--- src/cfsd_pkg.sv ---
// ----------------------------------------------------------------------------
// CRC-8 frame sync package
// Shared constants, types and the CRC-8 byte update for the frame deframer.
// ----------------------------------------------------------------------------
package cfsd_pkg;

    // CRC-8, polynomial x^8+x^5+x^4+1, MSB first, no final xor
    localparam logic [7:0] CRC_POLY   = 8'h31;
    localparam logic [7:0] CRC_INIT   = 8'hFF;

    // Window of held bytes ahead of the CRC byte
    localparam int         WIN_DEPTH  = 3;
    localparam logic [1:0] WIN_FULL   = 2'd3;

    // Reset value of the frames-to-sync register
    localparam logic [3:0] SYNC_RESET = 4'd2;

    typedef logic [7:0] t_byte;

    // Result of one window step
    typedef struct packed {
        logic        valid;
        logic [7:0]  code;
        logic [15:0] value;
    } t_frame;

    // Window status seen before a step
    typedef struct packed {
        logic [1:0] fill;
        logic [3:0] good_cnt;
    } t_win_status;

    // One byte through the CRC-8 register (linear, flattens to an XOR net)
    function automatic logic [7:0] crc8_update(input logic [7:0] crc,
                                               input logic [7:0] b);
        logic [7:0] c;
        c = crc ^ b;
        for (int i = 0; i < 8; i++) begin
            if (c[7]) begin
                c = {c[6:0], 1'b0} ^ CRC_POLY;
            end else begin
                c = {c[6:0], 1'b0};
            end
        end
        return c;
    endfunction

endpackage

--- src/cfsd_if.sv ---
// ----------------------------------------------------------------------------
// CRC-8 frame sync stream interfaces
// Valid/ready channels for received bytes and for decoded frames.
// ----------------------------------------------------------------------------
interface cfsd_byte_if;
    logic       valid;
    logic       ready;
    logic [7:0] rx_byte;

    modport source (output valid, output rx_byte, input ready);
    modport sink   (input valid, input rx_byte, output ready);
endinterface

interface cfsd_frame_if;
    logic        valid;
    logic        ready;
    logic [7:0]  frame_code;
    logic [15:0] frame_value;

    modport source (output valid, output frame_code, output frame_value, input ready);
    modport sink   (input valid, input frame_code, input frame_value, output ready);
endinterface

--- src/cfsd_crc8.sv ---
// ----------------------------------------------------------------------------
// CRC-8 over three bytes
// Combinational CRC-8 of the held window, starting from the initial value.
// ----------------------------------------------------------------------------
module cfsd_crc8 (
    input  logic [7:0] i_b0,
    input  logic [7:0] i_b1,
    input  logic [7:0] i_b2,
    output logic [7:0] o_crc
);

    logic [7:0] crc0;
    logic [7:0] crc1;

    // Run the three bytes through in order
    assign crc0  = cfsd_pkg::crc8_update(cfsd_pkg::CRC_INIT, i_b0);
    assign crc1  = cfsd_pkg::crc8_update(crc0, i_b1);
    assign o_crc = cfsd_pkg::crc8_update(crc1, i_b2);

endmodule

--- src/cfsd_window.sv ---
// ----------------------------------------------------------------------------
// CRC-8 frame sync window
// Holds up to three bytes, checks the fourth against their CRC and tracks
// the good-frame count that gates frame emission.
// ----------------------------------------------------------------------------
module cfsd_window (
    input  logic                  i_clk,
    input  logic                  i_rst_n,
    input  logic                  i_step,
    input  logic [7:0]            i_byte,
    input  logic [3:0]            i_frames_to_sync,
    output cfsd_pkg::t_frame      o_result,
    output cfsd_pkg::t_win_status o_status
);

    cfsd_pkg::t_byte r_win [cfsd_pkg::WIN_DEPTH];
    cfsd_pkg::t_byte n_win [cfsd_pkg::WIN_DEPTH];
    logic [1:0]      r_fill;
    logic [1:0]      n_fill;
    logic [3:0]      r_good_cnt;
    logic [3:0]      n_good_cnt;
    logic [7:0]      crc;
    logic            full;
    logic            match;

    cfsd_crc8 u_crc8 (
        .i_b0  (r_win[0]),
        .i_b1  (r_win[1]),
        .i_b2  (r_win[2]),
        .o_crc (crc)
    );

    assign full  = (r_fill == cfsd_pkg::WIN_FULL);
    assign match = (crc == i_byte);

    // Decide the next window state and whether a frame comes out
    always_comb begin
        n_win          = r_win;
        n_fill         = r_fill;
        n_good_cnt     = r_good_cnt;
        o_result.valid = 1'b0;
        o_result.code  = r_win[0];
        o_result.value = {r_win[2], r_win[1]};
        if (i_step) begin
            if (!full) begin
                // append to the window
                n_win[r_fill] = i_byte;
                n_fill        = r_fill + 2'd1;
            end else if (match) begin
                // good frame: emit once in sync, otherwise count it
                if (r_good_cnt >= i_frames_to_sync) begin
                    o_result.valid = 1'b1;
                end else begin
                    n_good_cnt = r_good_cnt + 4'd1;
                end
                n_fill = 2'd0;
            end else begin
                // lost sync: drop the oldest byte and slide
                n_good_cnt = 4'd0;
                n_win[0]   = r_win[1];
                n_win[1]   = r_win[2];
                n_win[2]   = i_byte;
            end
        end
    end

    // Hold the window bytes
    always_ff @(posedge i_clk) begin
        r_win <= n_win;
    end

    // Advance fill level and good-frame count
    always_ff @(posedge i_clk) begin
        if (!i_rst_n) begin
            r_fill     <= 2'd0;
            r_good_cnt <= 4'd0;
        end else begin
            r_fill     <= n_fill;
            r_good_cnt <= n_good_cnt;
        end
    end

    assign o_status.fill     = r_fill;
    assign o_status.good_cnt = r_good_cnt;

endmodule

--- src/crc8_frame_sync_deframer.sv ---
// ----------------------------------------------------------------------------
// CRC-8 frame sync deframer
// Path: a byte accepted into the input register is checked by the window step
//   once the result register is free; a frame it completes is registered in
//   the result register and presented on o_frame until the sink takes it.
// Throughput: one byte per cycle while the result register is free, set by
//   the window step between the input register and the result register.
// Reset: synchronous active low; empties the window, clears the good-frame
//   count and loads frames_to_sync with 2.
// ----------------------------------------------------------------------------
module crc8_frame_sync_deframer (
    input  logic                i_clk,
    input  logic                i_rst_n,
    input  logic                i_cfg_we,
    input  logic [3:0]          i_cfg_wdata,
    cfsd_byte_if.sink           i_rx,
    cfsd_frame_if.source        o_frame
);

    logic                  r_in_valid;
    logic [7:0]            r_in_byte;
    logic                  r_out_valid;
    logic [7:0]            r_out_code;
    logic [15:0]           r_out_value;
    logic [3:0]            r_frames_to_sync;
    logic                  out_free;
    logic                  advance;
    cfsd_pkg::t_frame      win_result;
    cfsd_pkg::t_win_status win_status;

    // Handshake: the stage moves on whenever the result slot can take it
    assign out_free    = !r_out_valid || o_frame.ready;
    assign advance     = r_in_valid && out_free;
    assign i_rx.ready  = !r_in_valid || advance;

    // Configuration register
    always_ff @(posedge i_clk) begin
        if (!i_rst_n) begin
            r_frames_to_sync <= cfsd_pkg::SYNC_RESET;
        end else if (i_cfg_we) begin
            r_frames_to_sync <= i_cfg_wdata;
        end
    end

    // Input register: capture each accepted transaction
    always_ff @(posedge i_clk) begin
        if (!i_rst_n) begin
            r_in_valid <= 1'b0;
        end else if (i_rx.ready) begin
            r_in_valid <= i_rx.valid;
        end
    end

    always_ff @(posedge i_clk) begin
        if (i_rx.valid && i_rx.ready) begin
            r_in_byte <= i_rx.rx_byte;
        end
    end

    cfsd_window u_window (
        .i_clk            (i_clk),
        .i_rst_n          (i_rst_n),
        .i_step           (advance),
        .i_byte           (r_in_byte),
        .i_frames_to_sync (r_frames_to_sync),
        .o_result         (win_result),
        .o_status         (win_status)
    );

    // Result register: hold until the sink takes it
    always_ff @(posedge i_clk) begin
        if (!i_rst_n) begin
            r_out_valid <= 1'b0;
        end else if (out_free) begin
            r_out_valid <= advance && win_result.valid;
        end
    end

    always_ff @(posedge i_clk) begin
        if (advance && win_result.valid) begin
            r_out_code  <= win_result.code;
            r_out_value <= win_result.value;
        end
    end

    assign o_frame.valid       = r_out_valid;
    assign o_frame.frame_code  = r_out_code;
    assign o_frame.frame_value = r_out_value;

    // A frame only comes out of a full window
    a_result_needs_full: assert property (@(posedge i_clk) disable iff (!i_rst_n)
        win_result.valid |-> (win_status.fill == cfsd_pkg::WIN_FULL))
        else $error("frame produced from a partial window");

    // A frame is only emitted once the count has reached the threshold
    a_result_in_sync: assert property (@(posedge i_clk) disable iff (!i_rst_n)
        win_result.valid |-> (win_status.good_cnt >= r_frames_to_sync))
        else $error("frame emitted while out of sync");

    // A new output transaction must come from a byte held in the stage
    a_out_from_stage: assert property (@(posedge i_clk) disable iff (!i_rst_n)
        $rose(r_out_valid) |-> $past(r_in_valid))
        else $error("output raised without a byte in the stage");

    // An empty stage always takes input
    a_ready_when_empty: assert property (@(posedge i_clk) disable iff (!i_rst_n)
        !r_in_valid |-> i_rx.ready)
        else $error("input stalled with an empty stage");

endmodule
--- src/flat_wrapper.sv ---
// flat-port wrapper written by rule: the top's interface ports become plain ports
module crc8_frame_sync_deframer_flat 
  (i_clk, i_rst_n, i_cfg_we, i_cfg_wdata, i_rx_valid, i_rx_rx_byte, i_rx_ready, o_frame_valid, o_frame_frame_code, o_frame_frame_value, o_frame_ready);
  cfsd_byte_if i_rx_i ();
  cfsd_frame_if o_frame_i ();
  input  logic i_clk;
  input  logic i_rst_n;
  input  logic i_cfg_we;
  input  logic [3:0] i_cfg_wdata;
  input wire logic [$bits(i_rx_i.valid)-1:0] i_rx_valid;
  input wire logic [$bits(i_rx_i.rx_byte)-1:0] i_rx_rx_byte;
  output wire logic [$bits(i_rx_i.ready)-1:0] i_rx_ready;
  output wire logic [$bits(o_frame_i.valid)-1:0] o_frame_valid;
  output wire logic [$bits(o_frame_i.frame_code)-1:0] o_frame_frame_code;
  output wire logic [$bits(o_frame_i.frame_value)-1:0] o_frame_frame_value;
  input wire logic [$bits(o_frame_i.ready)-1:0] o_frame_ready;
  assign i_rx_i.valid = i_rx_valid;
  assign i_rx_i.rx_byte = i_rx_rx_byte;
  assign i_rx_ready = i_rx_i.ready;
  assign o_frame_valid = o_frame_i.valid;
  assign o_frame_frame_code = o_frame_i.frame_code;
  assign o_frame_frame_value = o_frame_i.frame_value;
  assign o_frame_i.ready = o_frame_ready;
  crc8_frame_sync_deframer u_core (.i_clk(i_clk), .i_rst_n(i_rst_n), .i_cfg_we(i_cfg_we), .i_cfg_wdata(i_cfg_wdata), .i_rx(i_rx_i), .o_frame(o_frame_i));
endmodule
--- config.mk ---
export PLATFORM = sky130hd
export DESIGN_NAME = crc8_frame_sync_deframer_flat
export DESIGN_NICKNAME = d
export VERILOG_FILES = /design/src/cfsd_pkg.sv /design/src/cfsd_if.sv /design/src/cfsd_crc8.sv /design/src/cfsd_window.sv /design/src/crc8_frame_sync_deframer.sv /design/src/flat_wrapper.sv
export SDC_FILE = /design/constraint.sdc
export NUM_CORES = 1
export LEC_CHECK = 0
export BUFFER_PORTS_ARGS = -buffer_cell sky130_fd_sc_hd__buf_4
export CORE_MARGIN = 2
export CORE_UTILIZATION = 39
export CTS_CLUSTER_DIAMETER = 40
export DETAILED_ROUTE_END_ITERATION = 7
export GPL_ROUTABILITY_DRIVEN = 0
export PLACE_DENSITY_LB_ADDON = 0.15
export SKIP_LAST_GASP = 1
export SLEW_MARGIN = 20
export SYNTH_ARGS = -nofsm -noshare
export SYNTH_HDL_FRONTEND = slang
export SYNTH_SLANG_ARGS = --single-unit
--- constraint.sdc ---
create_clock -name i_clk -period 3.86 [get_ports i_clk]
set_input_delay 0.386 -clock i_clk [delete_from_list [all_inputs] [get_ports i_clk]]
set_output_delay 0.386 -clock i_clk [all_outputs]
set_load 0.01 [all_outputs]
==> results of run 1 <==
## sequential cells by signal, indices dropped and copies added, names as in the netlist
signal / cells
u_core.o_frame.frame_code: 8
u_core.o_frame.valid: 1
u_core.u_window.r_fill: 2
u_core.u_window.o_result: 24
u_core.r_in_valid: 1
u_core.o_frame.frame_value: 16
u_core.r_in_byte: 8
u_core.u_window.r_good_cnt: 4
u_core.r_frames_to_sync: 4
## cell type report
class	count	area [um^2]	share of cell area
sequential	68	1922	0.4544
multi-input combinational	171	1531	0.3621
timing repair buffer	53	397.9	0.09408
tap	108	135.1	0.03195
clock buffer	10	127.6	0.03018
clock inverter	6	88.84	0.02101
inverter	7	26.28	0.006213
## routing by layer
layer	track usage	part of all wire
met5	0	0
met4	0.06955	0.010
met3	0.02908	0.041
met2	0.2354	0.47
met1	0.2065	0.48
## worst max-delay path: stages (launching register included)
cell and delay, ns:
edfxtp_1 0.49, xnor3_2 0.43, buf_4 0.18, xnor2_1 0.15, xnor2_1 0.32, xnor3_1 0.29
or3_4 0.41, a211o_1 0.28, buf_4 0.15, nor4_4 0.24, buf_4 0.29
## power by group
| part | switching [uW] | internal, uW |
|---|---|---|
| Combinational | 212 | 241 |
| Clock | 272 | 364 |
| Sequential | 23.6 | 814 |
| Total | 508 | 1420 |
## cells by family (layout without fill, tap and decap cells)
group,count (synthesis),in the layout
AOI/OAI and AO/OA,45,45
xor gates and xnor gates,52,52
adders and majority gates,9,9
buffers and inverters,16,76
DFF,68,68
muxes,4,4
and+or+nand+nor,61,61
## path summary, 6_finish.rpt
kind | endpoint | slack [ns] | cells past startpoint
setup / recovery | u_core.o_frame.frame_value[7] | 0.32 | 10
hold / removal | u_core.r_in_byte[5] | 0.21 | 1
setup reg to reg | u_core.o_frame.frame_value[7] | 0.32 | 10
hold reg to reg | u_core.r_frames_to_sync[1] | 0.49 | 2
## stage by stage
step	util	std cells	hold slack, ns	power (uW)
after global placement	0.4595	407	0.4694	1298
after detailed placement	0.4595	407	0.4739	1304
after global routing	0.4849	423	0.1943	2018
after floorplan	-	255	0.4244	1209
after CTS	0.4844	423	0.1958	1947
final	0.4849	423	0.2131	1928
## placed cells by master (no fill, tap or decap), types with 2 or more instances in the layout
| cell type | Yosys | final |
|---|---|---|
| mux2i_1 | 4 | 4 |
| xnor3_2 | 3 | 3 |
| and3_1 | 2 | 2 |
| dfxtp_1 | 12 | 12 |
| edfxtp_1 | 56 | 56 |
| ha_1 | 9 | 9 |
| a211oi_2 | 1 | 2 |
| clkinv_4 | 0 | 2 |
| inv_1 | 7 | 7 |
| o211ai_1 | 6 | 6 |
| xnor3_1 | 7 | 7 |
| nand3_1 | 3 | 3 |
| nor4_1 | 2 | 2 |
| buf_4 | 0 | 53 |
| clkbuf_8 | 0 | 9 |
| nor2_1 | 11 | 11 |
| xnor2_1 | 26 | 26 |
| nand2_1 | 10 | 10 |
| a22o_1 | 16 | 16 |
| nand2b_1 | 3 | 3 |
| a21oi_1 | 3 | 3 |
| and4_1 | 2 | 2 |
| and2_1 | 10 | 10 |
| xor2_1 | 10 | 10 |
| a211oi_1 | 3 | 2 |
| nor2b_1 | 11 | 11 |
| a31oi_1 | 3 | 3 |
| bufinv_16 | 0 | 2 |
| o21ai_0 | 6 | 6 |
==> results.toml, run 1 <==
[worst_setup_path]
regToRegStartpoint = "u_core.u_window.o_result[17]"
start_kind = "register"
worstPathMaxFanout = 16
arrival_ns = 3.57
crit_path_start = "u_core.u_window.o_result[17]"
required_ns = 3.89
critPathKind = "reg2reg"
critPathCaptureType = "register"

[sta]
finClkSkew_ns = 0.01339
clock.fmax_ghz = 0.2824
tns_ns = 0
max_slew.worst_pin.slew_ns = 0.7535
slew_violations = 0
rsz0062_at_grt = "no"
finalHoldViolations = 0
worst_slack_ns = 0.3185
setup_violations = 0
min_period_ns = 3.541
maxSlewHeadroom = 0.4977
min_period_over_period = 0.9175

[clock_network]
clockBufferDepth = 2
cts_hold_buf = 0
clkSinkCount = 68
cts_root_buffer = "clkbuf_8"
cts_buffers = 9
htree_levels = 3
clk_latency_ns = 0.34
cts_tree = "yes"
post_cts_buffers = 0
path_clk_slew_ns = 0.08
cts_resized = 0

[place]
portBuffers = 42
post_dp_cell_area_um2 = 4008
pre_cts_ws_ns = 0.2317
hpwl_um = 5167

[logic_synthesis]
yosys.area_share.simple = 0.1005
seq_area_frac_synth = 0.5476
ys_top_cells_by_area = "edfxtp_1 48%, dfxtp_1 6.8%, xnor2_1 6.5%"
synth_top_family_by_area = "XOR/XNOR gates"
syn_nets = 281
synth_fa_ha_area_frac = 0.03209
synth.avg_cell_area_um2 = 13.76
yosys.area_share.xor_xnor = 0.1936
synthCells = 255
yosysUniqueCellTypes = 48
synth_compound_area_frac = 0.09733
ys.flop_type = "edfxtp_1"
yosys_warnings = 0
synthMuxAreaShare = 0.01141
yosysTopAreaCell = "edfxtp_1"
synth.top_cell.area_share = 0.4791
yosys-top-cells-count = "56 x edfxtp_1, 26 x xnor2_1, 16 x a22o_1"
ys_seq_elements = 68
synthArstFlopShare = 0
syn-cell-area_um2 = 3510
synth_most_common_cell = "edfxtp_1"
synth_edf_count = 56

[flow_run]
maxCapViolations = 0

[floorplan]
core_um2 = 8721
num_io_pins = 43
die_w_um = 98.87
die_area_um2 = 9774
num_rows = 34
die_y_um = 98.87
start_util = 0.4024

[grt]
grt_pass1_vias = 2136
grt_max_degree = 35
overflow = 0
antenna_found_initial = 0
grt_use_total = 0.1516
grt_pass1_wl_um = 11090

[routing]
drt_iter0_drc = 92
drt-total-wl_um = 6961
wl_per_cell_um = 16.46
drt-vias-per-instance = 4.993
drt_pass1_iterations = 4
antenna_left = 0
vias = 2112
drc = 0

[cells_and_area]
n_antenna_cell = 0
syn2layout_area_growth_pct = 20.50
nets = 336
drive_gt1_frac = 0.2635
fillers = 758
post-route-cell-area_um2 = 4229

[worst_hold_path]
holdCritStartpoint = "i_rx_rx_byte[5]"
hp-class = "in2reg"

[status]
status = "complete, no violations"

[power]
power_per_cell_area_nw_per_um2 = 455.8
leakagePower_uw = 0.001664
peakVddDrop_mv = 0.2128
Note: power is estimated with default switching activity, not from simulation.
==> run 2, diff against run 1 <==
--- a/config.mk
+++ b/config.mk
@@ -5,6 +5,7 @@
 export SDC_FILE = /design/constraint.sdc
 export NUM_CORES = 1
 export LEC_CHECK = 0
+export ABC_AREA = 1
 export BUFFER_PORTS_ARGS = -buffer_cell sky130_fd_sc_hd__buf_4
 export CORE_MARGIN = 2
 export CORE_UTILIZATION = 39
==> run 2 against run 1 <==
Non-clock buffer count down 6; final area up 10%; global-route usage up 2.1 points; register-to-register slack better by 0.26 ns; flip-flop and latch count unchanged; utilization down 0.77 points; wire length up 27%; via count up 54%; cell count up 60%; worst setup slack better by 0.26 ns; synthesized cell count up 91%; total power up 3.0%; largest cell class unchanged.
==> results.toml, run 2 <==
[place]
post_dp_cell_area_um2 = 4456
portBuffers = 42
hpwl_um = 6839

[cells_and_area]
nets = 565
mostFrequentLayoutCell = "nand2_1"
fillers = 975
syn2layout_area_growth_pct = 18.31
post-route-cell-area_um2 = 4664
largest_reg_flops = 24
mostFrequentLayoutCells = "170 x nand2_1, 60 x inv_1, 57 x nand3_1"
n_antenna_cell = 0
drive_gt1_frac = 0.2040

[floorplan]
core_um2 = 9774
num_rows = 36
start_util = 0.4034
num_io_pins = 43
die_area_um2 = 10930
die_w_um = 104.5
die_y_um = 104.5

[logic_synthesis]
yosys-top-cells-count = "170 x nand2_1, 60 x inv_1, 57 x nand3_1"
syn-cell-area_um2 = 3943
synth.top_cell.area_share = 0.4265
synthCells = 486
ys_top_cells_by_area = "edfxtp_1 43%, nand2_1 16%, nand3_1 7.2%"
ys.flop_type = "edfxtp_1"
yosysTopAreaCell = "edfxtp_1"
synth.avg_cell_area_um2 = 8.112
yosys_warnings = 0
yosysUniqueCellTypes = 28
seq_area_frac_synth = 0.4875
synth_edf_count = 56
ys_seq_elements = 68
syn_nets = 512
synth_most_common_cell = "nand2_1"
synthArstFlopShare = 0

[clock_network]
clkSinkCount = 68
clockBufferDepth = 2
htree_levels = 3
cts_hold_buf = 0
path_clk_slew_ns = 0.07
cts_buffers = 9
cts_resized = 0
cts_root_buffer = "clkbuf_8"
clk_latency_ns = 0.35
post_cts_buffers = 0
cts_tree = "yes"

[flow_run]
maxCapViolations = 0

[routing]
vias = 3242
wl_per_cell_um = 13.10
drt-total-wl_um = 8869
drt_iter0_drc = 123
drt_pass1_iterations = 4
drt-vias-per-instance = 4.789
antenna_left = 0
drc = 0

[worst_setup_path]
worstPathMaxFanout = 8
start_kind = "register"
arrival_ns = 3.38
regToRegStartpoint = "u_core.u_window.o_result[21]"
critPathCaptureType = "register"
required_ns = 3.96
critPathKind = "reg2reg"
crit_path_start = "u_core.u_window.o_result[21]"

[sta]
clock.fmax_ghz = 0.3047
min_period_ns = 3.282
tns_ns = 0
rsz0062_at_grt = "no"
setup_violations = 0
finClkSkew_ns = 0.01287
max_slew.worst_pin.slew_ns = 0.4606
maxSlewHeadroom = 0.6925
hold_ws_ns = 0.2122
finalHoldViolations = 0
min_period_over_period = 0.8502
slew_violations = 0

[grt]
grt_pass1_wl_um = 14790
overflow = 0
antenna_found_initial = 0
grt_use_total = 0.1727
grt_pass1_vias = 3137
grt_max_degree = 28

[power]
peakVddDrop_mv = 0.2351
leakagePower_uw = 0.002248
power_per_cell_area_nw_per_um2 = 425.8

[worst_hold_path]
holdCritStartpoint = "i_rx_rx_byte[2]"
hp-class = "in2reg"

[status]
status = "complete, no violations"
-- run 2: changes by cell type after synthesis, sizes merged, moves of 11 or more --
cell | before | now
nor2b | 11 | 0
and2 | 11 | 0
xnor3 | 11 | 0
nand2 | 10 | 205
nand3 | 3 | 63
inv | 7 | 66
xnor2 | 28 | 2
a22o | 16 | 0
o21ai | 6 | 17
-- run 2: per-layer routing --
layer | GRT usage | part of all wire | vias up
met3 | 0.03182 | 0.041 | 15
li1 | - | - | 1674
met5 | 0 | 0 | -
met1 | 0.2111 | 0.45 | 1476
met4 | 0.06853 | 0.021 | 0
met2 | 0.3007 | 0.48 | 77
-- run 2: cells by family (layout without fill, tap and decap cells) --
family	Yosys count	after routing	share of synthesized area
simple gates	293	293	0.3447
xor+xnor	11	11	0.02444
compound gates	33	33	0.04634
buf+inv	72	130	0.06855
flops	68	68	0.4875
fa+ha+maj	9	9	0.02856
-- run 2: worst max-delay path: stages, from the launching register on --
cell	delay [ns]
edfxtp_1	0.48
inv_2	0.12
nand2_1	0.05
nand2_1	0.12
nand3_1	0.12
nand2_1	0.16
nand2_1	0.07
nand2_1	0.09
inv_1	0.05
nand3_1	0.08
nand2_1	0.17
inv_1	0.12
nand2_1	0.06
nand2_1	0.08
nand2_1	0.07
nand2_1	0.11
nand2_1	0.08
nand3_1	0.07
nand3_1	0.06
nor2_1	0.08
nand2_1	0.08
nor2_4	0.13
nand2_2	0.12
o21ai_1	0.22
nor2_1	0.07
buf_4	0.18
-- run 2: metrics by stage --
stage | util | cells | setup slack, ns | power [uW]
finish | 0.4772 | 677 | 0.5782 | 1986
global route | 0.4772 | 677 | 0.2190 | 2096
CTS | 0.4772 | 677 | 0.5691 | 2002
detailed placement | 0.4558 | 661 | 0.5881 | 1362
global placement | 0.4558 | 661 | 0.6067 | 1354
floorplan | - | 486 | 0.8164 | 1251
-- run 2: path summary, 6_finish.rpt --
check / to / slack, ns / cells after the start
min reg2reg: u_core.r_frames_to_sync[1] / 0.47 / 2
max: u_core.u_window.o_result[9] / 0.58 / 25
min: u_core.r_in_byte[2] / 0.21 / 1
max reg2reg: u_core.u_window.o_result[9] / 0.58 / 25
-- run 2: cell type report --
cell class | count | area [um^2] | share of cell area
multi-input cells | 346 | 1750 | 0.3753
inverters | 67 | 251.5 | 0.05392
flip-flops and latches | 68 | 1922 | 0.4120
clock buffers | 12 | 135.1 | 0.02897
repair buffers | 47 | 365.4 | 0.07833
well taps | 133 | 166.4 | 0.03568
clock inverters | 4 | 73.82 | 0.01583
-- run 2: power breakdown --
| group | leakage (uW) | switching (uW) | internal [uW] |
|---|---|---|---|
| Clock | 0.000105 | 276 | 365 |
| Sequential | 0.000611 | 29.0 | 818 |
| Combinational | 0.00153 | 326 | 172 |
==> run 3, diff against run 2 <==
--- a/config.mk
+++ b/config.mk
@@ -8,7 +8,7 @@
 export ABC_AREA = 1
 export BUFFER_PORTS_ARGS = -buffer_cell sky130_fd_sc_hd__buf_4
 export CORE_MARGIN = 2
-export CORE_UTILIZATION = 39
+export CORE_UTILIZATION = 35
 export CTS_CLUSTER_DIAMETER = 40
 export DETAILED_ROUTE_END_ITERATION = 7
 export GPL_ROUTABILITY_DRIVEN = 0
==> run 3 against run 2 <==
Sequential power about the same; global-route usage shrank 0.65 points; critical path depth did not move; final area rose by 1.6%; register-to-register slack about the same; via count down 0.43%; critical endpoint is now u_core.u_window.o_result[17]; sequential share of layout area is 0.66 points lower; combinational power hardly changed.
==> results.toml, run 3 (synthesis gave the netlist of run 2 again) <==
[grt]
overflow = 0
antenna_found_initial = 0
grt_max_degree = 29
busiest_layer = "met2"
use_met2 = 0.2940
grt_pass1_vias = 3072
grt_use_total = 0.1663
grtUsageMet3 = 0.03880
grt_pass1_wl_um = 15090
grtUsageMet1 = 0.2038

[clock_network]
cts_tree = "yes"
clkSinkCount = 68
cts_resized = 0
htree_levels = 3
post_cts_buffers = 0
clockBufferDepth = 2
cts_buffers = 9
path_clk_slew_ns = 0.06
cts_root_buffer = "clkbuf_16"
cts_hold_buf = 0
clk_latency_ns = 0.33

[cells_and_area]
mostFrequentLayoutCells = "170 x nand2_1, 60 x inv_1, 57 x nand3_1"
final_cells = 685
largest_reg_flops = 24
syn2layout_area_growth_pct = 20.25
fin_util = 0.4335
drive_gt1_frac = 0.2073
post-route-cell-area_um2 = 4741
n_antenna_cell = 0
mostFrequentLayoutCell = "nand2_1"
nets = 566

[place]
hpwl_um = 7165
pre_cts_ws_ns = 0.5716
portBuffers = 42
post_dp_cell_area_um2 = 4459
dp.cells = 669

[worst_setup_path]
critPathKind = "reg2reg"
arrival_ns = 3.37
critPathCaptureType = "register"
required_ns = 3.94
start_kind = "register"
cpMostUsedCell = "nand2_2"
reg2reg_slack_ns = 0.57
max_stage_delay_ns = 0.50
ff2ff_path_depth = 25
worstPathMaxFanout = 8
worst_path_max_delay_cell = "edfxtp_1"

[routing]
vias = 3228
drt_pass1_iterations = 5
drt_iter0_drc = 206
drt-total-wl_um = 9196
drt-vias-per-instance = 4.712
antenna_left = 0
wl_per_cell_um = 13.42
drc = 0

[sta]
max_slew.worst_pin.slew_ns = 0.4574
rsz0062_at_grt = "no"
maxSlewHeadroom = 0.6947
finalHoldViolations = 0
worst_slack_ns = 0.5707
tns_ns = 0
min_period_ns = 3.289
min_period_over_period = 0.8522
slew_violations = 0
clock.fmax_ghz = 0.3040
setup_violations = 0
finClkSkew_ns = 0.006979

[power]
power_per_cell_area_nw_per_um2 = 448.6
peakVddDrop_mv = 0.1910
leakagePower_uw = 0.002287

[floorplan]
die_area_um2 = 12130
num_rows = 38
core_um2 = 10940
start_util = 0.3605
num_io_pins = 43
die_w_um = 110.1
die_y_um = 110.1

[flow_run]
maxCapViolations = 0

[status]
status = "complete, no violations"

[worst_hold_path]
min_delay_path_depth = 1
hp-class = "in2reg"
[run 3: cell count changes in the layout (fill, tap and decap cells not counted), sizes merged]
cell and change:
bufinv -2, clkinv +2, buf +1
[run 3: power breakdown]
part / internal [uW] / switching [uW]
Combinational: 172 / 325
Sequential: 819 / 29.8
Clock: 472 / 309
Total: 1460 / 664
[run 3: area by class of cell]
cell class / count / area (um^2)
Multi-Input combinational cell: 346 / 1750
Tap cell: 140 / 175.2
Fill cell: 1118 / 6195
Inverter: 67 / 251.5
Timing Repair Buffer: 48 / 360.3
Clock buffer: 12 / 257.7
Clock inverter: 4 / 23.77
Sequential cell: 68 / 1922
[run 3: layer usage]
layer	routed length (um)	vias up
met5	0	-
met2	4677	62
met3	327	6
li1	-	1672
met1	4101	1488
met4	89	0
[run 3: critical path, delay by kind of cell, from the launching register on]
family | cells | cell delay (ns)
and+or+nand+nor | 21 | 1.87
AOI/OAI and AO/OA | 1 | 0.24
DFF | 1 | 0.50
buffers and inverters | 3 | 0.41
[run 3: final timing paths]
check,from,end
setup / recovery,u_core.u_window.o_result[23],u_core.u_window.o_result[17]
setup reg to reg,u_core.u_window.o_result[23],u_core.u_window.o_result[17]
hold / removal,i_rx_rx_byte[2],u_core.r_in_byte[2]
hold reg to reg,u_core.r_frames_to_sync[1],u_core.r_frames_to_sync[1]
[run 3: per-stage QoR]
stage / hold WS, ns / power (uW)
after global routing: 0.2188 / 2264
after CTS: 0.2253 / 2154
after floorplan: 0.4367 / 1251
final: 0.2332 / 2127
after global placement: 0.4586 / 1356
after detailed placement: 0.4640 / 1363
